<file path="config.mk">
export PLATFORM = sky130hd
export DESIGN_NAME = raae_cordic
export DESIGN_NICKNAME = d
export VERILOG_FILES = /design/src/rtl/raae_pkg.sv /design/src/rtl/raae_cordic.sv
export SDC_FILE = /design/constraint.sdc
export NUM_CORES = 2
export LEC_CHECK = 0
export BUFFER_PORTS_ARGS = -buffer_cell sky130_fd_sc_hd__buf_4
export CORE_ASPECT_RATIO = 1.2
export CORE_MARGIN = 10
export CORE_UTILIZATION = 67
export DETAILED_ROUTE_END_ITERATION = 12
export PLACE_DENSITY = 0.82
export REMOVE_ABC_BUFFERS = 1
export SYNTH_ARGS = -nofsm -noshare
export SYNTH_HDL_FRONTEND = slang
export SYNTH_SLANG_ARGS = --single-unit
</file>
<file path="constraint.sdc">
create_clock -name i_clk -period 9.81 [get_ports i_clk]
set_clock_uncertainty 0.2 [all_clocks]
set_input_delay 0.981 -clock i_clk [delete_from_list [all_inputs] [get_ports i_clk]]
set_output_delay 0.981 -clock i_clk [all_outputs]
set_load 0.005 [all_outputs]
</file>
<file path="src/rtl/raae_pkg.sv">
// Shared types, widths and constants for the rotation axis and angle extractor.
package raae_pkg;

    // Signed Q1.14 matrix entry or axis component.
    typedef logic signed [15:0] t_q14;

    localparam int Q_ONE = 16384;

    // Axis division: numerator |a| * 2^14 + sine, divisor floor(sqrt(s2)).
    localparam int NUM_W = 31;
    localparam int DEN_W = 17;
    localparam int QUO_W = 15;

    // Vectoring CORDIC for the arcsine.
    localparam int CORDIC_N = 15;
    localparam int CRD_W    = 26;
    localparam int ANG_W    = 16;

    // Arctangent of 2^-i in units of pi/32768.
    localparam logic signed [ANG_W-1:0] ATAN_TAB [CORDIC_N] = '{
        16'sd8192, 16'sd4836, 16'sd2555, 16'sd1297, 16'sd651, 16'sd326, 16'sd163,
        16'sd81, 16'sd41, 16'sd20, 16'sd10, 16'sd5, 16'sd3, 16'sd1, 16'sd1
    };

    // Register stages from the input item to the last stage before the output register.
    localparam int PIPE_DEPTH = 53;

endpackage

</file>
<file path="src/rtl/raae_cordic.sv">
// Pipelined vectoring CORDIC giving the arcsine angle from cosine and sine.
module raae_cordic
    import raae_pkg::*;
(
    input  logic        i_clk,
    input  logic        i_en,
    input  logic [14:0] i_c,
    input  logic [14:0] i_s,
    output logic [14:0] o_z
);

    logic signed [CRD_W-1:0] r_x [CORDIC_N];
    logic signed [CRD_W-1:0] r_y [CORDIC_N];
    logic signed [ANG_W-1:0] r_z [CORDIC_N];

    // Arithmetic shift that truncates toward zero.
    function automatic logic signed [CRD_W-1:0] f_shr_tz(
        input logic signed [CRD_W-1:0] v,
        input int                      sh
    );
        logic [CRD_W-1:0] mag;
        mag = v[CRD_W-1] ? CRD_W'(-v) : CRD_W'(v);
        mag = mag >> sh;
        return v[CRD_W-1] ? $signed(-mag) : $signed(mag);
    endfunction

    for (genvar k = 0; k < CORDIC_N; k++) begin : g_stg
        logic signed [CRD_W-1:0] x_in;
        logic signed [CRD_W-1:0] y_in;
        logic signed [ANG_W-1:0] z_in;
        logic signed [CRD_W-1:0] dx;
        logic signed [CRD_W-1:0] dy;

        if (k == 0) begin : g_first
            assign x_in = $signed(CRD_W'({i_c, 8'h00}));
            assign y_in = $signed(CRD_W'({i_s, 8'h00}));
            assign z_in = '0;
        end else begin : g_next
            assign x_in = r_x[k-1];
            assign y_in = r_y[k-1];
            assign z_in = r_z[k-1];
        end

        assign dx = f_shr_tz(y_in, k);
        assign dy = f_shr_tz(x_in, k);

        always_ff @(posedge i_clk) begin
            if (i_en) begin
                if (y_in > 0) begin
                    r_x[k] <= x_in + dx;
                    r_y[k] <= y_in - dy;
                    r_z[k] <= z_in + ATAN_TAB[k];
                end else begin
                    r_x[k] <= x_in - dx;
                    r_y[k] <= y_in + dy;
                    r_z[k] <= z_in - ATAN_TAB[k];
                end
            end
        end
    end

    // The accumulated angle is limited to a quarter turn.
    always_comb begin
        if (r_z[CORDIC_N-1] < 0) begin
            o_z = '0;
        end else if (r_z[CORDIC_N-1] > ANG_W'(Q_ONE)) begin
            o_z = 15'(Q_ONE);
        end else begin
            o_z = r_z[CORDIC_N-1][14:0];
        end
    end

endmodule

</file>
## Word-level counts from Yosys, hierarchy flattened

Memories as Yosys holds them, arrays and structs flattened.
Index checks and enable logic that the tools add are counted.
W data, S select, Z words.

- Memories kept: 3
- Register bits after elaboration: 0
- Word-level logic and storage cells: 401
- RAM bits: 1020

Memories:

| name | words | width | rd ports | clocked after Yosys merged registers in | write ports | line | text |
|---|---|---|---|---|---|---|---|
| r_x | 15 | 26 | 14 | 0 | 15 | raae_cordic.sv:12 | `logic signed [CRD_W-1:0] r_x [CORDIC_N];` |
| r_y | 15 | 26 | 14 | 0 | 15 | raae_cordic.sv:13 | `logic signed [CRD_W-1:0] r_y [CORDIC_N];` |
| r_z | 15 | 16 | 15 | 0 | 15 | raae_cordic.sv:14 | `logic signed [ANG_W-1:0] r_z [CORDIC_N];` |

- Magnitude comparators: 17
- Add/subtract/negate cells: 143
- Multiplexer cells: 193
- Bitwise logic cells: 45

Operators with widths:

| kind | count |
|---|---|
| $mux W26 | 86 |
| $add A26 B26 Y26 | 28 |
| $neg A26 Y26 | 28 |
| $sub A26 B26 Y26 | 28 |
| $gt A26 B1 Y1 const B | 14 |
| $mux W16 | 15 |
| $mux W1 | 90 |
| $neg A12 Y26 | 2 |
| $neg A13 Y26 | 2 |
| $neg A14 Y26 | 2 |
| $neg A15 Y26 | 2 |
| $neg A16 Y26 | 2 |
| $neg A17 Y26 | 2 |
| $neg A18 Y26 | 2 |
| $neg A19 Y26 | 2 |
| $neg A20 Y26 | 2 |
| $neg A21 Y26 | 2 |
| $neg A22 Y26 | 2 |
| $neg A23 Y26 | 2 |
| $neg A24 Y26 | 2 |
| $neg A25 Y26 | 2 |
| $sub A23 B23 Y24 | 2 |
| $or A1 B1 Y1 | 45 |
| $add A16 B2 Y16 const B | 2 |
| other kinds (30) | 32 |

## Depth between registers and ports, before layout

An unclocked memory read counts as a cell.

- Depth after elaboration: 7
- Gate-level depth with buffers: 28
- Gate-level depth less buffers: 27

## Worst setup path before layout

No wires, ideal clock.

- Path kind: reg-to-reg
- Start point: memory r_y[4][18], in the netlist r_y[0][122]
- End point: memory r_x[5][24], in the netlist r_x[0][154], data pin
- Cell stages (with the launch flop): 23
- Data arrival time: 6329 ps
- Setup slack: 3010 ps
- Library setup time: 271 ps
- Buffers on the path: 2
- Cells stage by stage: edfxtp_1 -> or4_1 -> or4_1 -> or3b_1 -> clkbuf_1 -> nor4_1 -> o21ai_1 -> inv_2 -> buf_1 -> nor2_1 -> xor2_1 -> ha_1 -> a21o_1 -> a21oi_1 -> nor2b_1 -> o41a_1 -> a41o_1 -> o41ai_1 -> o2111a_1 -> o21ai_0 -> and4_1 -> a2111oi_0 -> xnor2_1

RTL lines:

| item | line |
|---|---|
| from (decl) | raae_cordic.sv:13 |
| to (decl) | raae_cordic.sv:12 |

==> flow_metrics.tcl <==
set metrics [dict create \
    grt_overflow 0 \
    insertion_delay_ps 790 \
    ys_ff_latch 850 \
    layout_common_cells "xnor2_1, nor2_1, ha_1, edfxtp_1, a21oi_1" \
    rows 151 \
    cts_buffer_depth 3 \
    timing.final.crit_share_pct 84.0 \
    dr_total_vias 87000 \
    io_pins 47 \
    drtPass1Iterations 7 \
    grt_use_total_pct 33.9 \
    layoutNonFillerInstCount 12900 \
    synth_flop_cell "edfxtp_1" \
    die_x_um 364 \
    tightest_slew_ps 1310 \
    cts_root_buf "clkbuf_16" \
    die-area_um2 158000 \
    seq_area_frac_synth_pct 26.8 \
    antenna_found_initial 1 \
    final-max-slew-violation-count 0 \
    cts_buffers 96 \
    finalWorstSetupSlack_ps 1570 \
    synth_edf_count 850 \
    rr_endpoint "r_y[1][103]" \
    timing.fmax_ghz 0.121 \
    startpoint_type "flip-flop" \
    min-delay-start "r_z[1][1]" \
    rsz0062_at_grt "no" \
    dp.cells 12700 \
    setup_viol 0 \
    die_y_um 433 \
    wire_per_inst_um 21.5 \
    ant_nets 0 \
    ctsResizeCount 0 \
    status "finished clean" \
    grt_pass1_vias 83600 \
    post-route-min-period_ps 8240 \
    fin_nets 11900 \
    r2r_slack_ps 1570 \
    gp_congestion 1.02 \
    crit_fanout 10 \
    path_clk_slew_ps 60 \
    port_buffers 45 \
    reg2reg_depth 26 \
    synthCells 11100 \
    cts.sinks 850 \
    antenna-diode-count 0 \
    place_ws_ps 1780 \
    cap_violations 0 \
    final_common_cell "xnor2_1" \
    hold_end "r_z[1][17]" \
    cts_tree "yes" \
    grt_pass1_wl_um 438000 \
    vias_per_cell 6.77 \
    cp_data_arrival_time_ps 8580 \
    critPathCaptureType "flip-flop" \
    drive_gt1_share_pct 4.87 \
    drcViolationCount 0 \
    syn2layout_area_growth_pct 5.27 \
    whs_path_depth 0 \
    cts_setup_buffers 0 \
    worstPathRequired_ps 10150 \
    synth_area_um2 95100 \
    postSynthAreaPerCell_um2 8.56 \
    setup_tns_ps 0 \
    hold_class "reg -> reg" \
    reg2reg_from "r_x[1][53]" \
    h-tree-depth 3 \
    synth_cell_types 116 \
    start_util_pct 67.4 \
    routed_wl_um 277000 \
    maxSlewHeadroom_pct 11.8 \
    async_reset_ff_share_pct 0 \
    worstSetupPathType "reg -> reg" \
    coreArea_um2 141000 \
    fillerInstances 11100 \
    hold_buffers 0 \
    hpwl_um 215000 \
    first_iter_violations 8377 \
    final_hold_viol_count 0 \
    yosysWarnings 0 \
    grt_max_degree 175 \
]
==> cell usage after synthesis (169+ instances only) <==
master	n	share of area, %
a21oi_1	748	3.9
o21ai_0	603	3.2
xnor2_1	1025	9.4
a21o_1	198	1.6
ha_1	861	11
nor2_1	883	3.5
a31oi_1	174	1.1
edfxtp_1	850	27
nor3_1	387	2.0
xor2_1	556	5.1
nand3_1	387	2.0
clkbuf_1	309	1.2
and3_1	169	1.1
nand4_1	191	1.3
nand2_1	738	2.9
inv_1	433	1.7
==> state kept, by name (all words and copies together) (netlist names) <==
name,cells
r_x,315
r_y,337
r_z,198
==> worst max-delay path by stage <==
| stage | start | end | slack, ps | cells after the start |
|---|---|---|---|---|
| global route | r_x[1][53] | r_y[1][103] | 680 | 26 |
| global placement | r_y[0][108] | r_x[0][154] | 1870 | 24 |
| CTS | r_x[1][53] | r_y[1][103] | 1700 | 26 |
| finish | r_x[1][53] | r_y[1][103] | 1570 | 26 |
| floorplan | r_x[0][57] | r_y[0][103] | 2070 | 22 |
| detailed placement | r_x[1][53] | r_y[1][103] | 1780 | 26 |
==> worst max-delay path: stages (launching register included) <==
cell and delay, ps:
edfxtp_1 450, nor3_1 490, nand3_1 490, nand2_1 210
xor2_1 330, ha_1 320, nand4_1 140, mux2_2 360
mux2i_1 270, xnor2_1 110, nor3b_1 350, nand4_1 230
nor3_1 760, a21oi_1 200, xnor2_1 170, ha_1 310
o21a_1 130, o21ai_0 350, a21o_1 130, o31a_1 150
a311oi_1 130, and4_1 220, a2111oi_0 680, o21bai_1 160
a21boi_0 330, o21ai_0 170, xnor2_1 140
==> kinds of logic (layout without fill, tap and decap cells) <==
logic type	Yosys count	count (layout)	synth area share, %
fa+ha+maj	895	895	12.0
simple gates	3897	3897	21.2
flops	850	850	26.8
other cells	1	1	0.00394
buf+inv	827	731	3.30
xor+xnor	1593	1593	14.8
compound gates	2884	2884	19.9
mux	172	172	1.87
==> through the flow <==
step	hold slack (ps)	util, %	cell area (µm²)
detailed placement	205	68.6	96900
CTS	219	71.0	100000
global route	247	71.0	100000
finish	222	71.0	100000
global placement	206	68.6	96900
floorplan	200	-	93700
==> per-layer routing <==
layer	global-route usage, %	share of wire, %	vias to the layer above
li1	-	-	41200
met1	39.6	38	41200
met2	58.5	48	3633
met3	4.35	6.8	973
met4	21.9	7.0	0
met5	0	0	-
==> cell type report <==
cell class / count / area (µm²) / share of cell area [%]
Multi-Input combinational cell: 9442 / 66500 / 66.4
Sequential cell: 850 / 25500 / 25.5
Clock buffer: 109 / 2450 / 2.45
Tap cell: 1836 / 2300 / 2.29
Inverter: 451 / 1690 / 1.69
Timing Repair Buffer: 106 / 841 / 0.840
Clock inverter: 65 / 828 / 0.827
Power is not shown: default switching activity piles up to over one toggle a cycle in this logic, so the estimate is an artifact.
