### config.mk
export PLATFORM = sky130hd
export DESIGN_NAME = raae_div
export DESIGN_NICKNAME = d
export VERILOG_FILES = /design/src/rtl/raae_pkg.sv /design/src/rtl/raae_div.sv
export SDC_FILE = /design/constraint.sdc
export NUM_CORES = 1
export LEC_CHECK = 0
export BUFFER_PORTS_ARGS = -buffer_cell sky130_fd_sc_hd__buf_2
export CAP_MARGIN = 40
export CORE_MARGIN = 2
export CORE_UTILIZATION = 55
export CTS_BUF_LIST = sky130_fd_sc_hd__clkbuf_16
export DETAILED_ROUTE_END_ITERATION = 8
export GPL_ROUTABILITY_DRIVEN = 0
export PLACE_DENSITY = 0.77
export RECOVER_POWER = 50
export SLEW_MARGIN = 10
export SYNTH_ARGS = -nofsm -noshare
export SYNTH_HDL_FRONTEND = slang
export SYNTH_SLANG_ARGS = --single-unit
export TNS_END_PERCENT = 30
### constraint.sdc
create_clock -name i_clk -period 3.6 [get_ports i_clk]
set_input_delay 0.18 -clock i_clk [delete_from_list [all_inputs] [get_ports i_clk]]
set_output_delay 0.18 -clock i_clk [all_outputs]
set_load 0.01 [all_outputs]
### src/rtl/raae_pkg.sv
// Shared types, widths and constants for the rotation axis and angle extractor.
package raae_pkg;

    // Signed Q1.14 matrix entry or axis component.
    typedef logic signed [15:0] t_q14;

    localparam int Q_ONE = 16384;

    // Axis division: numerator |a| * 2^14 + sine, divisor floor(sqrt(s2)).
    localparam int NUM_W = 31;
    localparam int DEN_W = 17;
    localparam int QUO_W = 15;

    // Vectoring CORDIC for the arcsine.
    localparam int CORDIC_N = 15;
    localparam int CRD_W    = 26;
    localparam int ANG_W    = 16;

    // Arctangent of 2^-i in units of pi/32768.
    localparam logic signed [ANG_W-1:0] ATAN_TAB [CORDIC_N] = '{
        16'sd8192, 16'sd4836, 16'sd2555, 16'sd1297, 16'sd651, 16'sd326, 16'sd163,
        16'sd81, 16'sd41, 16'sd20, 16'sd10, 16'sd5, 16'sd3, 16'sd1, 16'sd1
    };

    // Register stages from the input item to the last stage before the output register.
    localparam int PIPE_DEPTH = 53;

endpackage

### src/rtl/raae_div.sv
// Pipelined restoring divider for one axis component, one quotient bit per stage.
module raae_div
    import raae_pkg::*;
(
    input  logic             i_clk,
    input  logic             i_en,
    input  logic [NUM_W-1:0] i_num,
    input  logic [DEN_W-1:0] i_den,
    output logic [QUO_W-1:0] o_q
);

    logic [NUM_W-1:0] r_rem [QUO_W];
    logic [DEN_W-1:0] r_den [QUO_W];
    logic [QUO_W-1:0] r_q   [QUO_W];

    for (genvar k = 0; k < QUO_W; k++) begin : g_stg
        localparam int B = QUO_W - 1 - k;

        logic [NUM_W-1:0] rem_in;
        logic [DEN_W-1:0] den_in;
        logic [QUO_W-1:0] q_in;
        logic [NUM_W:0]   trial;
        logic             take;

        if (k == 0) begin : g_first
            assign rem_in = i_num;
            assign den_in = i_den;
            assign q_in   = '0;
        end else begin : g_next
            assign rem_in = r_rem[k-1];
            assign den_in = r_den[k-1];
            assign q_in   = r_q[k-1];
        end

        assign trial = (NUM_W+1)'(den_in) << B;
        assign take  = {1'b0, rem_in} >= trial;

        always_ff @(posedge i_clk) begin
            if (i_en) begin
                r_rem[k] <= take ? NUM_W'({1'b0, rem_in} - trial) : rem_in;
                r_den[k] <= den_in;
                r_q[k]   <= {q_in[QUO_W-2:0], take};
            end
        end
    end

    assign o_q = r_q[QUO_W-1];

endmodule

# == Word-level counts from Yosys, hierarchy flattened ==
# Memories as Yosys holds them, arrays and structs flattened.
# Cells that the tools add are included.
# word_totals
ram_bits,945
memories,3
out_inout_bits,15
register_bits,0
# op_classes
muxes,17
addsub,15
order_cmp,15
# mem_list
name,words,word_bits,rd,rd_clocked_by_memory_dff,write_ports,line_no,rtl
r_rem,15,31,14,0,15,raae_div.sv:12,logic [NUM_W-1:0] r_rem [QUO_W];
r_den,15,17,14,0,15,raae_div.sv:13,logic [DEN_W-1:0] r_den [QUO_W];
r_q,15,15,15,0,15,raae_div.sv:14,logic [QUO_W-1:0] r_q [QUO_W];
# op_table
op,count
31-bit two-way mux,15
31-bit by 17-bit >= comparator with 1-bit output,1
31-bit by 18-bit >= comparator with 1-bit output,1
31-bit by 19-bit >= comparator with 1-bit output,1
31-bit by 20-bit >= comparator with 1-bit output,1
31-bit by 21-bit >= comparator with 1-bit output,1
31-bit by 22-bit >= comparator with 1-bit output,1
31-bit by 23-bit >= comparator with 1-bit output,1
31-bit by 24-bit >= comparator with 1-bit output,1
31-bit by 25-bit >= comparator with 1-bit output,1
31-bit by 26-bit >= comparator with 1-bit output,1
31-bit by 27-bit >= comparator with 1-bit output,1
31-bit by 28-bit >= comparator with 1-bit output,1
31-bit by 29-bit >= comparator with 1-bit output,1
31-bit by 30-bit >= comparator with 1-bit output,1
31-bit >= comparator,1
31-bit by 17-bit subtractor with 31-bit output,1
31-bit by 18-bit subtractor with 31-bit output,1
31-bit by 19-bit subtractor with 31-bit output,1
31-bit by 20-bit subtractor with 31-bit output,1
31-bit by 21-bit subtractor with 31-bit output,1
31-bit by 22-bit subtractor with 31-bit output,1
31-bit by 23-bit subtractor with 31-bit output,1
31-bit by 24-bit subtractor with 31-bit output,1
8 further kinds,9

# == Logic depth before layout (Yosys ltp) ==
# An unclocked memory read counts as a cell.
# depth
depth_word,3
depth_mapped,14

# == Worst setup path after synthesis ==
# Ideal clock, no wire load.
# synth_path
kind,reg2reg
startpoint,"memory r_rem[6][7], in the netlist r_rem[0][193]"
endpoint,"memory r_rem[7][8], in the netlist r_rem[0][225] (data pin)"
arrival_time_ns,2.856
slack_ns,0.485
setup_ns,0.260
path_buffers,1
stages_incl_launch_ff,13
t_required_ns,3.340
path_cell_list,edfxtp_1 -> inv_1 -> ha_1 -> inv_1 -> fa_1 -> a211o_1 -> a21oi_1 -> o21ai_0 -> and3_1 -> o31ai_1 -> and2_1 -> buf_2 -> mux2_2
# synth_lines
element,line_no
from (decl),raae_div.sv:12

==> summary.md <==
| Metric | Value |
|---|---|
| Status | finished with violations |
| Failing checks | capacitance limit, slew limit |
| Crit path max fanout | 4 |
| Reg-to-reg slack, setup | 0.17 ns |
| CTS tree | yes |
| Peak VDD IR | 0.000433 V |
| Hpwl dp | 64600 microns |
| Number of buffers created by CTS | 84 |
| Sw Pwr | 11.7 mW |
| Worst Hold End | r_den[0][8] |
| Final setup vio count | 0 |
| Finished Layout Cells | 4717 |
| M1 WL | 33100 microns |
| GR Util All Layers | 23.4% |
| Post-route DRC | 0 |
| Power Dens Cells | 748 nW/um^2 |
| Synth Register Bits | 792 |
| Critical path start-end classification | reg -> reg |
| Clock sink total | 792 |
| Final Max Slew Viols | 248 |
| Minimum clock period | 3.43 ns |
| Wire per inst | 19.2 microns |
| Synthesized area per cell | 11.9 sq um |
| Max-Slew Margin vs Limit | -72.1% |
| Total congestion overflow | 0 |
| Number of synthesized flops with an enable pin | 792 |
| Final Skew | 0.0545 ns |
| End of the worst register-to-register path | r_rem[1][84] |
| Initial antenna violation count | 1 |
| Top layer in use | met5 |
| Share of cells above drive strength 1 | 8.83% |
| Starting Density | 55.5% |
| Type of the worst min-delay path | in -> reg |
| Met3 wire length | 4280 microns |
| Depth of the CTS H-tree | 3 |
| Met2 WL | 49500 microns |
| Worst hold slack | 0.266 ns |
| Worst Hold Launch | i_den[8] |
| Hold Fails Final Rpt | 0 |
| Part of the power in the clock network | 25.2% |
| Max Cap Viol | 3 |
| First-pass DRT Iterations | 6 |
| Main synth FF type | edfxtp_1 |
| Synth warn | 0 |
| Worst Hold Depth | 2 |
| Iter 0 DRT Violations | 2361 |
| Worst skew pair latency | 0.66 ns |
| Commonest cells after routing, fill and taps aside | 792 x edfxtp_1, 330 x inv_1, 255 x ha_1, 243 x nand2_1, 226 x a21oi_1 |
| FFs w/ async S/R, synth | 0% |
| Synthesized net count | 3788 |
| Antenna-violating nets left | 0 |
| Switching Share | 33.7% |
| Final Worst Setup Slack | 0.171 ns |
| Nets | 3995 |
| Fill cell count | 5465 |
| Setup WS pre-CTS | -0.00531 ns |
| Ports | 65 |
| Design area | 46600 sq um |
| Seq pwr share | 40.6% |
| Startpoint types | register |
| Die width | 278 microns |
| Crit end category | register |
| Root Driver | clkbuf_16 |
| Post-CTS setup buffers | 0 |
| Largest net degree at the start of global routing | 173 |
| Worst r2r path cells | 14 |
| Cell variety after synth | 88 |
| Post-synthesis cell area | 41300 sq um |
| Final core occ | 62.6% |
| Vias in the first global route | 28.2k |
| Cell Int Power | 23.1 mW |
| Dpl cells | 4510 |
| Sequential area share after synthesis | 57.6% |
| Vias per inst | 5.91 |
| Max Root-Sink Buffers | 3 |
| Area after DPL | 43300 sq um |
| Logic pwr share | 34.2% |
| Site Rows | 100 |
| Area delta synth->final | 12.8% |
| F_max | 292 MHz |
| Arr. time, crit path | 3.84 ns |
| WP data required | 4.01 ns |
| FF-to-FF Start | r_rem[1][35] |
| Clock slew at reported path FFs | 0.06 ns |
| IO buf count | 64 |
| Commonest non-fill, non-tap cell in the layout | edfxtp_1 |
| Die H | 278 microns |
| Worst slew pin tran | 2.58 ns |
| RSZ-0062 raised after global routing | no |
| Fin crit share | 95.2% |
| Leak Pwr | 18.1 nW |
| Via count | 27.9k |
| Core ar. | 74300 sq um |
| Post-Synthesis Cells | 3469 |
| Die ar. | 77300 sq um |
| Detailed Route WL | 90500 microns |
| First-pass GRT wire length | 144000 microns |
[metrics by stage]
step,power (mW),TNS (ns)
2_1_floorplan,22.6,0
3_3_place_gp,25.4,0
3_5_place_dp,25.8,-0.00531
4_1_cts,34.8,0
5_1_grt,36.8,0
6_report,34.8,0
[worst max-delay path by stage]
stage | to | depth (start not counted) | start | slack [ns]
2_1_floorplan | r_rem[0][225] | 12 | r_rem[0][193] | 0.48
3_3_place_gp | r_rem[1][92] | 14 | r_rem[1][35] | 0.17
3_5_place_dp | r_rem[1][86] | 13 | r_rem[1][35] | -0.005
4_1_cts | r_rem[1][86] | 13 | r_rem[1][35] | 0.04
5_1_grt | r_rem[1][92] | 14 | r_rem[1][35] | 0.009
6_report | r_rem[1][84] | 14 | r_rem[1][35] | 0.17
[state kept, by name, summed over array words and instances (netlist names)]
register / cells
r_den: 238
r_q: 120
r_rem: 434
[kinds of logic (layout without fill, tap and decap cells)]
| kind of cell | Yosys count | in the layout | synth area share (%) |
|---|---|---|---|
| AND/OR/NAND/NOR | 902 | 902 | 11.1 |
| AO/OA/AOI/OAI | 802 | 802 | 12.3 |
| flip-flops | 792 | 792 | 57.6 |
| buffers and inverters | 387 | 665 | 3.57 |
| adder cells (fa/ha/maj) | 269 | 269 | 8.41 |
| XOR/XNOR | 258 | 258 | 5.47 |
| multiplexers | 59 | 59 | 1.59 |
| other | 0 | 1 | 0 |
[Yosys cell counts (52+ instances only)]
cell type / n / area share (%)
edfxtp_1: 792 / 58
inv_1: 317 / 2.9
ha_1: 255 / 7.7
nand2_1: 243 / 2.2
a21oi_1: 227 / 2.8
nor2_1: 220 / 2.0
o21ai_0: 213 / 2.6
xor2_1: 133 / 2.8
xnor2_1: 125 / 2.7
a21o_1: 81 / 1.5
nor3_1: 61 / 0.74
nand3_1: 56 / 0.68
mux2_2: 52 / 1.4
[worst max-delay path: stages, from the launching register on]
cell	delay [ns]
edfxtp_1	0.40
inv_1	0.08
ha_1	0.17
inv_1	0.07
fa_1	0.44
a211o_1	0.36
a2111oi_2	0.31
buf_4	0.18
o21ai_0	0.16
a21oi_2	0.28
o31ai_1	0.12
nor2b_1	0.19
buf_4	0.16
nor3_1	0.18
xor2_1	0.09
[layout make-up]
type | instances | area [sq um] | area share [%]
Antenna cell | 1 | 2.50 | 0.00537
Clock buffer | 84 | 2100 | 4.51
Clock inverter | 73 | 759 | 1.63
Inverter | 321 | 1200 | 2.59
Multi-Input combinational cell | 2290 | 16100 | 34.5
Sequential cell | 792 | 23800 | 51.1
Tap cell | 969 | 1210 | 2.60
Timing Repair Buffer | 187 | 1410 | 3.04
[layer usage]
layer	global-route usage [%]	vias up
li1	-	13257
met1	25.6	13453
met2	45.1	920
met3	3.02	229
met4	10.2	2
met5	0	-
[repair_timing]
item	4_1_cts	5_1_grt
gates resized for setup	1	14
endpoints found under the hold margin	81	0
hold buffers	49	0
endpoints found under the setup margin	1	51
pin swaps	0	1
[power groups by stage]
stage / registers, mW / clock network, mW / logic (mW)
2_1_floorplan: 13.7 / 0 / 8.82
3_3_place_gp: 14.2 / 0 / 11.2
3_5_place_dp: 14.3 / 0 / 11.6
4_1_cts: 14.1 / 8.92 / 11.8
5_1_grt: 14.3 / 9.30 / 13.2
6_report: 14.1 / 8.78 / 11.9
Note: power is estimated with default switching activity, not from simulation.
