File: config.mk
export PLATFORM = sky130hd
export DESIGN_NAME = raae_isqrt
export DESIGN_NICKNAME = d
export VERILOG_FILES = /design/src/rtl/raae_isqrt.sv
export SDC_FILE = /design/constraint.sdc
export NUM_CORES = 1
export LEC_CHECK = 0
export ABC_AREA = 1
export BUFFER_PORTS_ARGS = -buffer_cell sky130_fd_sc_hd__buf_4
export CAP_MARGIN = 20
export CORE_MARGIN = 2
export CORE_UTILIZATION = 45
export DETAILED_ROUTE_END_ITERATION = 10
export REMOVE_ABC_BUFFERS = 1
export SLEW_MARGIN = 20
export SYNTH_ARGS = -nofsm -noshare
export SYNTH_HDL_FRONTEND = slang
export SYNTH_SLANG_ARGS = --single-unit
File: constraint.sdc
create_clock -name i_clk -period 2.21 [get_ports i_clk]
set_input_delay 0.221 -clock i_clk [delete_from_list [all_inputs] [get_ports i_clk]]
set_output_delay 0.221 -clock i_clk [all_outputs]
set_load 0.1 [all_outputs]
File: src/rtl/raae_isqrt.sv
// Pipelined integer square root, one result bit resolved per stage.
module raae_isqrt #(
    parameter int W = 34
) (
    input  logic           i_clk,
    input  logic           i_en,
    input  logic [W-1:0]   i_v,
    output logic [W/2-1:0] o_r
);

    localparam int N = W / 2;

    logic [N+1:0] r_rem  [N];
    logic [N-1:0] r_root [N];
    logic [W-1:0] r_val  [N];

    for (genvar k = 0; k < N; k++) begin : g_stg
        logic [N+1:0] rem_in;
        logic [N-1:0] root_in;
        logic [W-1:0] val_in;
        logic [N+3:0] remx;
        logic [N+3:0] trial;

        if (k == 0) begin : g_first
            assign rem_in  = '0;
            assign root_in = '0;
            assign val_in  = i_v;
        end else begin : g_next
            assign rem_in  = r_rem[k-1];
            assign root_in = r_root[k-1];
            assign val_in  = r_val[k-1];
        end

        // Bring down the next bit pair and try the digit one.
        assign remx  = {rem_in, val_in[W-1:W-2]};
        assign trial = {2'b00, root_in, 2'b01};

        always_ff @(posedge i_clk) begin
            if (i_en) begin
                if (remx >= trial) begin
                    r_rem[k]  <= (N+2)'(remx - trial);
                    r_root[k] <= {root_in[N-2:0], 1'b1};
                end else begin
                    r_rem[k]  <= remx[N+1:0];
                    r_root[k] <= {root_in[N-2:0], 1'b0};
                end
                r_val[k] <= {val_in[W-3:0], 2'b00};
            end
        end
    end

    assign o_r = r_root[N-1];

endmodule

# After elaboration in Yosys (flattened, before gate mapping)
# Memories as Yosys holds them, arrays and structs flattened.
# Index checks and enable logic that the tools add are counted.
[totals] reg_bits=0 latchBits=0 mem_bits_rw=1156 romBits=0 output_inout_bits=17 mem_count=3
[op_classes] n_addsub=17 n_mul=0 div_mod_pow=0 n_lt_le_gt_ge=17 eq_ne=0 shifts=0 muxes=138 bitwise=34 reduce_logical=0
[memory_table] memory="r_val" words=17 word_bits=32 read_ports=16 rd_ports_with_merged_regs=0 wr=17 line="15" text="logic [W-1:0] r_val [N];"
[memory_table] memory="r_rem" words=17 word_bits=19 read_ports=16 rd_ports_with_merged_regs=0 wr=17 line="13" text="logic [N+1:0] r_rem [N];"
[memory_table] memory="r_root" words=17 word_bits=17 read_ports=17 rd_ports_with_merged_regs=0 wr=17 line="14" text="logic [N-1:0] r_root [N];"
[op_table] operator="21-bit by 19-bit greater-or-equal comparator with 1-bit output" n=16
[op_table] operator="19-bit 2-to-1 mux" n=17
[op_table] operator="19-bit subtractor" n=16
[op_table] operator="17-bit 2-to-1 mux" n=17
[op_table] operator="1-bit 2-to-1 mux" n=104
[op_table] operator="1-bit bitwise OR" n=34
[op_table] operator="2-bit by 1-bit subtractor with 3-bit output, second input constant" n=1
[op_table] operator="2-bit by 1-bit greater-or-equal comparator with 1-bit output, second input constant" n=1

# Longest topological paths before layout
# Gate-level depths: netlist (run 1).
# An unclocked memory read counts as a cell.
[depth] ltp_word=6 depth_mapped=15 depth_no_buf=14

# Worst setup path after synthesis (run 1)
# OpenSTA, ideal clock, no wires.
[synth_path] path_type="input -> register" from="in i_en" to="mem r_rem[13][0] in the netlist's numbering, enable pin" setup_time_ns=0.401 arrival_ns=1.681 path_slack_ns=0.128 cell_stages=4 path_cell_list="buf_4 -> buf_6 -> clkbuf_1 -> clkbuf_1"
[synth_lines] item="from (decl)" line="6" text="input logic i_en,"
[synth_lines] item="to (decl)" line="13"

==> impl_results.md, run 1 <==
* Result of the run: complete, no violations
* Synth-to-Final Area Change at 20.99%
* Share of async-settable or async-resettable flops after synthesis at 0%
* Total negative slack for setup checks at 0 ns
* Type of the worst setup path: reg2reg
* Count of clock tree sinks at 707
* Number of optimization iterations in the first detailed-route pass at 6
* CTS tree: built
* Final count of pins violating max slew at 0
* Clock period minus final worst setup slack at 2.153 ns
* Height of the die at 294.2 microns
* Final-layout fill cell count at 7433
* Placeable core area at 83560 sq um
* Worst Setup SP: r_root[11][4]
* Peak ir drop on the vdd network at 0.6399 mV
* Lkg Pwr at 20.48 nW
* Average footprint of a synthesized cell at 9.221 sq um
* N_diodes at 0
* Logic depth of the worst setup path including buffers at 13
* Clock insertion delay at the later pin of the skew report at 0.66 ns
* Library cell appearing most often on the critical path: nand2_1
* Final non-filler cell total at 5665
* Max-cap violation count at 0
* I/O pin count at 53
* Sequential element share of the synthesized area at 56.01%
* Number of rows created at floorplan at 106
* Cell count after placement at 5438
* Worst path top cell family by delay: simple AND/OR/NAND/NOR gates
* Port buffer count at 52
* Pin slew with the least headroom to its limit at 0.5040 ns
* Count of state elements after synthesis at 707
* Required time at the endpoint of the critical path at 2.57 ns
* Largest net degree at the start of global routing at 94
* Combinational share of power at 20.0%
* Number of flops mapped to enable cells by yosys at 706
* Die boundary width at 294.2 microns
* Deepest level of the CTS H-tree at 3
* Combined flip-flop and latch cell area at 21220 sq um
* Die footprint at 86540 sq um
* Total vias in the final route at 27776
* Psw at 10.98 mW
* Slowest cell on the critical path: edfxtp_1
* Yosys warning count at 0
* Startpoint of the worst-slack reg-to-reg timing path: r_root[11][4]
* Unique cell type count in the Yosys netlist at 47
* Worst slew slack as a fraction of its limit at 66.40%
* Share of layout cells above drive strength 1 at 16.38%
* Hold_sp: i_v[24]
* Maximum root-to-sink buffer count at 3
* Initial Utilization at 45.35%
* Antenna-violating nets left at 0
* Largest fanout on the critical path at 7
* CP Buf/Inv Count at 2
* Total detailed-routing wirelength at 88270 microns
* Clock buffer count from CTS at 78
* Critical Path Sink Type: register
* Achievable frequency at 0.4646 GHz
* Total internal power at 27.14 mW
* Hold path cells at 2
* HPWL Detailed at 65870 microns
* Total standard cell area after synthesis at 37890 sq um
* Worst-path cell chain: inv_1 > ha_4 > nand2_1 > nand2_1 > nand2_1 > nand2_1 > a21oi_2 > nand2_1 > nand2_4 > buf_4 > nand3_1 > nand2_1 > nand2_1
* Gate Count Post-Synth at 4109
* Clock transition at the registers of the reported paths at 0.06 ns
* Number of endpoints with negative hold slack in the final report at 0
* WP data arrival at 2.51 ns
* Total global routing track utilization at 20.16%
* Global-route wire length before repair at 138200 microns
* Type of the tightest min-delay check: in2reg
* Seq pwr share at 45.4%
* Starting DRT DRC Count at 1830
* Leftover overflow at the end of global routing at 0
* Top flip-flop cell by instance count after synthesis: edfxtp_1
* Critical Path Max Stage Delay at 0.41 ns
* Sw Ratio at 28.80%
* Depth of the worst register-to-register path at 13
* Total design power at 38.12 mW
* Total power per unit cell area at 831.5 nW/um^2
* Number of antenna violations at the first check in global routing at 1
* DRC violation count after routing at 0
* Critical path startpoint category: register
* Number of global-route vias before repair at 26791
* Clock network power share at 34.5%
* Number of failing setup endpoints in the final timing report at 0
* Multi-input logic area at 14850 sq um
* Routed wirelength normalized by instance count at 15.58 microns
* R2r setup slk at 0.06 ns
* Clock skew after layout at 0.04272 ns
* Post-route worst hold slack at 0.2911 ns
* Final net count at 4731
* Final cycle utilization of the critical path at 97.40%
* RePlAce Congestion at 0.8938
* Ratio of routed vias to standard cells at 4.903
* Root buf cell: clkbuf_16
-- state kept, by name, indices dropped and copies added, names as in the netlist --
name	count
r_rem	282
r_val	272
r_root	153
-- worst paths after layout --
kind                                       to
worst min register to register  r_val[0][376]
worst max-delay path            r_rem[12][17]
worst max register to register  r_rem[12][17]
worst min-delay path             r_val[0][24]
-- worst register-to-register path, stage by stage (launching register included) --
cell      delay [ns]
edfxtp_1        0.41
inv_1           0.14
ha_4            0.23
nand2_1         0.06
nand2_1         0.07
nand2_1         0.06
nand2_1         0.10
a21oi_2         0.16
nand2_1         0.13
nand2_4         0.18
buf_4           0.14
nand3_1         0.06
nand2_1         0.06
nand2_1         0.07
-- kinds of logic (layout without fill, tap and decap cells) --
kind of cell / count (synthesis) / in the layout / share of synthesized area (%)
adders and majority gates: 172 / 172 / 5.680
xor gates and xnor gates: 134 / 134 / 3.097
DFF: 707 / 707 / 56.01
buffers and inverters: 761 / 1234 / 8.021
and+or+nand+nor: 2072 / 2075 / 23.39
AOI/OAI and AO/OA: 263 / 263 / 3.807
-- synthesized netlist by cell type (2+ instances only) --
| cell type | number | area share [%] |
|---|---|---|
| a21boi_0 | 5 | 0.099 |
| a21o_1 | 6 | 0.12 |
| a21oi_1 | 109 | 1.4 |
| a21oi_2 | 7 | 0.16 |
| and2_1 | 3 | 0.050 |
| and3_1 | 3 | 0.050 |
| buf_2 | 8 | 0.11 |
| buf_4 | 6 | 0.12 |
| buf_6 | 15 | 0.45 |
| buf_8 | 3 | 0.12 |
| clkbuf_1 | 18 | 0.18 |
| edfxtp_1 | 706 | 56 |
| ha_1 | 172 | 5.7 |
| inv_1 | 693 | 6.9 |
| inv_2 | 15 | 0.15 |
| nand2_1 | 1230 | 12 |
| nand2_2 | 25 | 0.41 |
| nand2_4 | 5 | 0.15 |
| nand3_1 | 218 | 2.9 |
| nand3_2 | 8 | 0.21 |
| nand3b_1 | 44 | 0.87 |
| nand4_1 | 73 | 1.2 |
| nand4_2 | 2 | 0.066 |
| nor2_1 | 352 | 3.5 |
| nor2_2 | 19 | 0.31 |
| nor2_4 | 6 | 0.18 |
| nor3_1 | 52 | 0.69 |
| nor3_2 | 7 | 0.18 |
| nor4_1 | 11 | 0.18 |
| o211ai_1 | 2 | 0.040 |
| o21a_1 | 2 | 0.040 |
| o21ai_0 | 89 | 1.2 |
| o21ai_1 | 23 | 0.30 |
| o21ai_2 | 10 | 0.23 |
| o21bai_1 | 7 | 0.14 |
| or2_2 | 12 | 0.20 |
| xnor2_1 | 52 | 1.2 |
| xor2_1 | 82 | 1.9 |
-- cell type report --
class,count,share of cell area (%)
clock buffer,91,4.408
tap,1080,2.948
timing repair buffer,381,6.821
inverter,711,5.863
sequential,707,46.29
multi-input combinational,2644,32.40
clock inverter,51,1.269
-- metrics by stage --
step	worst slack, ns	utilization (%)	instance area, sq um
2_1_floorplan	-0.09390	-	37520
3_3_place_gp	-0.08795	49.37	41250
3_5_place_dp	-0.09099	49.37	41250
4_1_cts	0.003337	53.03	44310
5_1_grt	-0.04075	54.87	45840
6_report	0.05744	54.87	45840
-- per-layer routing --
metal	vias up	GRT usage (%)	share of wire (%)
li1	14213	-	-
met1	12804	26.90	45
met2	607	33.77	48
met3	150	3.029	4.5
met4	2	6.471	2.6
met5	-	0	0.016
-- layout by cell type (no fill, tap or decap), types with 47 or more instances in the layout --
master	n
nand2_2	47
a21oi_1	84
nand4_1	73
edfxtp_1	706
xor2_1	82
buf_4	327
nand3_1	215
clkbuf_16	78
inv_1	684
ha_1	101
nor2_1	324
nand2_1	1206
nor3_1	50
o21ai_0	76
ha_4	65
xnor2_1	52
-- power by group through the flow --
stage,clock network [mW],logic [mW],registers (mW)
2_1_floorplan,0,4.50,17.3
3_3_place_gp,0,6.97,17.5
3_5_place_dp,0,7.01,17.5
4_1_cts,13.5,7.14,17.3
5_1_grt,14.0,8.63,17.4
6_report,13.2,7.63,17.3
-- what timing repair did --
| item | in CTS | in global routing |
|---|---|---|
| hold buffers | 35 | 0 |
| setup endpoints to repair | 60 | 212 |
| gates cloned | 0 | 3 |
| hold endpoints to repair | 36 | 0 |
| gates resized for setup | 19 | 201 |
| pin swaps | 2 | 33 |
| setup buffers | 2 | 45 |
(Power assumes the default switching activity.)
==> inputs of run 2 (changes only) <==
- CAP_MARGIN: 20 -> not set
- TNS_END_PERCENT: not set -> 20
- clock period: 2.21 -> 2.2 ns (I/O delays scaled with it)
==> run 2 against run 1 <==
Final cell count is 0.35% higher. Sequential power hardly changed. Die area stayed put. Routed wire length is 1.3% lower. Sequential cell count stayed put. First-iteration DRC count is 5.7% higher. Non-clock buffer count is 22 higher. Fmax is 0.12% lower. Power is 0.66% higher. Critical path depth is 3 lower. Setup slack worse by 0.013 ns. Largest cell class unchanged.
==> impl_results.md, run 2 (same netlist as run 1, synthesis figures left out) <==
* Result of the run: complete, no violations
* Largest fanout on the critical path at 4 (-3)
* I/O pin count at 53 (unchanged)
* Clock insertion delay at the later pin of the skew report at 0.64 ns (-0.02 ns)
* Worst Setup SP: r_rem[10][6]
* Placeable core area at 83560 sq um (unchanged)
* Type of the worst setup path: reg2reg
* Minimum setup slack in the final design at 0.04486 ns (-0.01258 ns)
* Critical Path Sink Type: register
* Port buffer count at 52 (unchanged)
* Number of global-route vias before repair at 26716 (-0.28%)
* Lkg Pwr at 20.56 nW (+0.37%)
* Total global routing track utilization at 20.01% (-0.14 points)
* Required time at the endpoint of the critical path at 2.54 ns (-0.03 ns)
* Pin slew with the least headroom to its limit at 0.7654 ns (+0.2613 ns)
* Setup repair after global routing missed its margin: yes
* Final non-filler cell total at 5685 (+0.35%)
* Peak ir drop on the vdd network at 0.7186 mV (+12%)
* DRC violation count after routing at 0 (unchanged)
* Clock skew after layout at 0.03152 ns (-0.01119 ns)
* Commonest cells after routing, fill and taps aside: 1205 x nand2_1, 706 x edfxtp_1, 686 x inv_1, 348 x buf_4, 327 x nor2_1
* Deepest level of the CTS H-tree at 3 (unchanged)
* Util after Layout at 55.02% (+0.15 points)
* Worst path top cell family by delay: simple AND/OR/NAND/NOR gates
* CTS tree: built
* Maximum root-to-sink buffer count at 3 (unchanged)
* Type of the tightest min-delay check: in2reg
* Final net count at 4750 (+0.40%)
* Final-layout fill cell count at 7452 (+0.26%)
* Achievable frequency at 0.4640 GHz (-0.12%)
* Number of failing setup endpoints in the final timing report at 0 (unchanged)
* Largest net degree at the start of global routing at 81 (-14%)
* Synth-to-Final Area Change at 21.32%
* Global-route wire length before repair at 137500 microns (-0.53%)
* Critical Path Max Stage Delay at 0.43 ns (+0.02 ns)
* Starting DRT DRC Count at 1934 (+5.7%)
* R2r setup slk at 0.04 ns (about the same)
* Reg with most FFs: r_rem
* Max-cap violation count at 0 (unchanged)
* HPWL Detailed at 65420 microns (-0.67%)
* Clock buffer count from CTS at 78 (unchanged)
* Routed wirelength normalized by instance count at 15.33 microns (-1.6%)
* Leading registers by flop count: r_rem x282, r_val x272, r_root x153
* Number of antenna violations at the first check in global routing at 1 (unchanged)
* Library cell appearing most often on the critical path: nand2_1
* Share of layout cells above drive strength 1 at 16.74% (+0.36 points)
* Number of rows created at floorplan at 106 (unchanged)
* Initial Utilization at 45.35% (unchanged)
* Final cycle utilization of the critical path at 97.96% (+0.56 points)
* Height of the die at 294.2 microns (unchanged)
* Combined flip-flop and latch cell area at 21220 sq um (unchanged)
* RePlAce Congestion at 0.8898 (-0.45%)
* Number of endpoints with negative hold slack in the final report at 0 (unchanged)
* Final count of pins violating max slew at 0 (unchanged)
* Total negative slack for setup checks at 0 ns (unchanged)
* Root buf cell: clkbuf_16
* Flip-flop count of the largest register, all copies and words added at 282 (unchanged)
* Number of optimization iterations in the first detailed-route pass at 6 (unchanged)
* Hold_sp: i_v[28]
* Total power per unit cell area at 834.7 nW/um^2 (+0.39%)
* Clock period minus final worst setup slack at 2.155 ns (+0.002578 ns)
* Antenna-violating nets left at 0 (unchanged)
* Die boundary width at 294.2 microns (unchanged)
* Multi-input logic area at 14770 sq um (-0.54%)
* WP data arrival at 2.50 ns (about the same)
* Startpoint of the worst-slack reg-to-reg timing path: r_rem[10][6]
* Total vias in the final route at 27626 (-0.54%)
* Worst-path cell chain: ha_1 > nand2_1 > inv_2 > a21oi_2 > nor2_1 > nor2_4 > nand3_4 > buf_4 > nand4_1 > nand2_1
* Slowest cell on the critical path: edfxtp_1
* Cell count after placement at 5460 (+0.40%)
* Total detailed-routing wirelength at 87130 microns (-1.3%)
* Die footprint at 86540 sq um (unchanged)
* Ratio of routed vias to standard cells at 4.859 (-0.89%)
* Total design power at 38.37 mW (+0.66%)
* N_diodes at 0 (unchanged)
* Leftover overflow at the end of global routing at 0 (unchanged)
* Pre-CTS WS at -0.08110 ns (+0.009890 ns)
* Critical path startpoint category: register
* Count of clock tree sinks at 707 (unchanged)
* Clock transition at the registers of the reported paths at 0.06 ns (about the same)
* Worst slew slack as a fraction of its limit at 48.98% (-17 points)
* Commonest non-fill, non-tap cell in the layout: nand2_1
* CP Buf/Inv Count at 2 (unchanged)
run 2: cell count changes in the layout (fill, tap and decap cells not counted), moves of 4 or more:
| cell | delta |
|---|---|
| buf_4 | +21 |
| clkinv_1 | -6 |
| clkinvlp_4 | +5 |
| ha_1 | +5 |
| ha_4 | -5 |
| nand2_4 | -4 |
run 2: cell type report:
cell class | count | share of cell area (%)
flip-flops and latches | 707 | 46.16
multi-input cells | 2641 | 32.14
repair buffers | 403 | 7.202
inverters | 711 | 5.836
clock buffers | 91 | 4.445
well taps | 1080 | 2.940
clock inverters | 52 | 1.274
run 2: through the flow:
stage / cell area (sq um) / hold WS [ns]
floorplan: 37520 / 0.3189
global placement: 41430 / 0.3983
detailed placement: 41430 / 0.3993
CTS: 44500 / 0.2537
global route: 45970 / 0.2708
finish: 45970 / 0.2991
run 2: timing repair:
action	4_1_cts	5_1_grt
endpoints found under the hold margin	38	0
hold buffers	35	0
pin swaps	0	39
gates resized for setup	17	191
gates cloned	0	1
setup buffers	1	45
setup endpoints to repair	56	224
run 2: power by group:
| group | switching (mW) | internal, mW |
|---|---|---|
| clock | 5.50 | 7.89 |
| combinational | 4.54 | 3.07 |
| sequential | 0.904 | 16.5 |
| total | 10.9 | 27.4 |
run 2: per-layer routing:
layer | part of all wire (%) | global-route usage, %
met5 | 0 | 0
met4 | 2.5 | 6.060
met3 | 4.2 | 2.893
met2 | 48 | 33.65
met1 | 45 | 26.83
run 2: worst paths after layout:
check / end / cells after the start
min: r_val[0][28] / 2
max reg2reg: r_rem[11][18] / 10
min reg2reg: r_val[0][311] / 0
max: r_rem[11][18] / 10
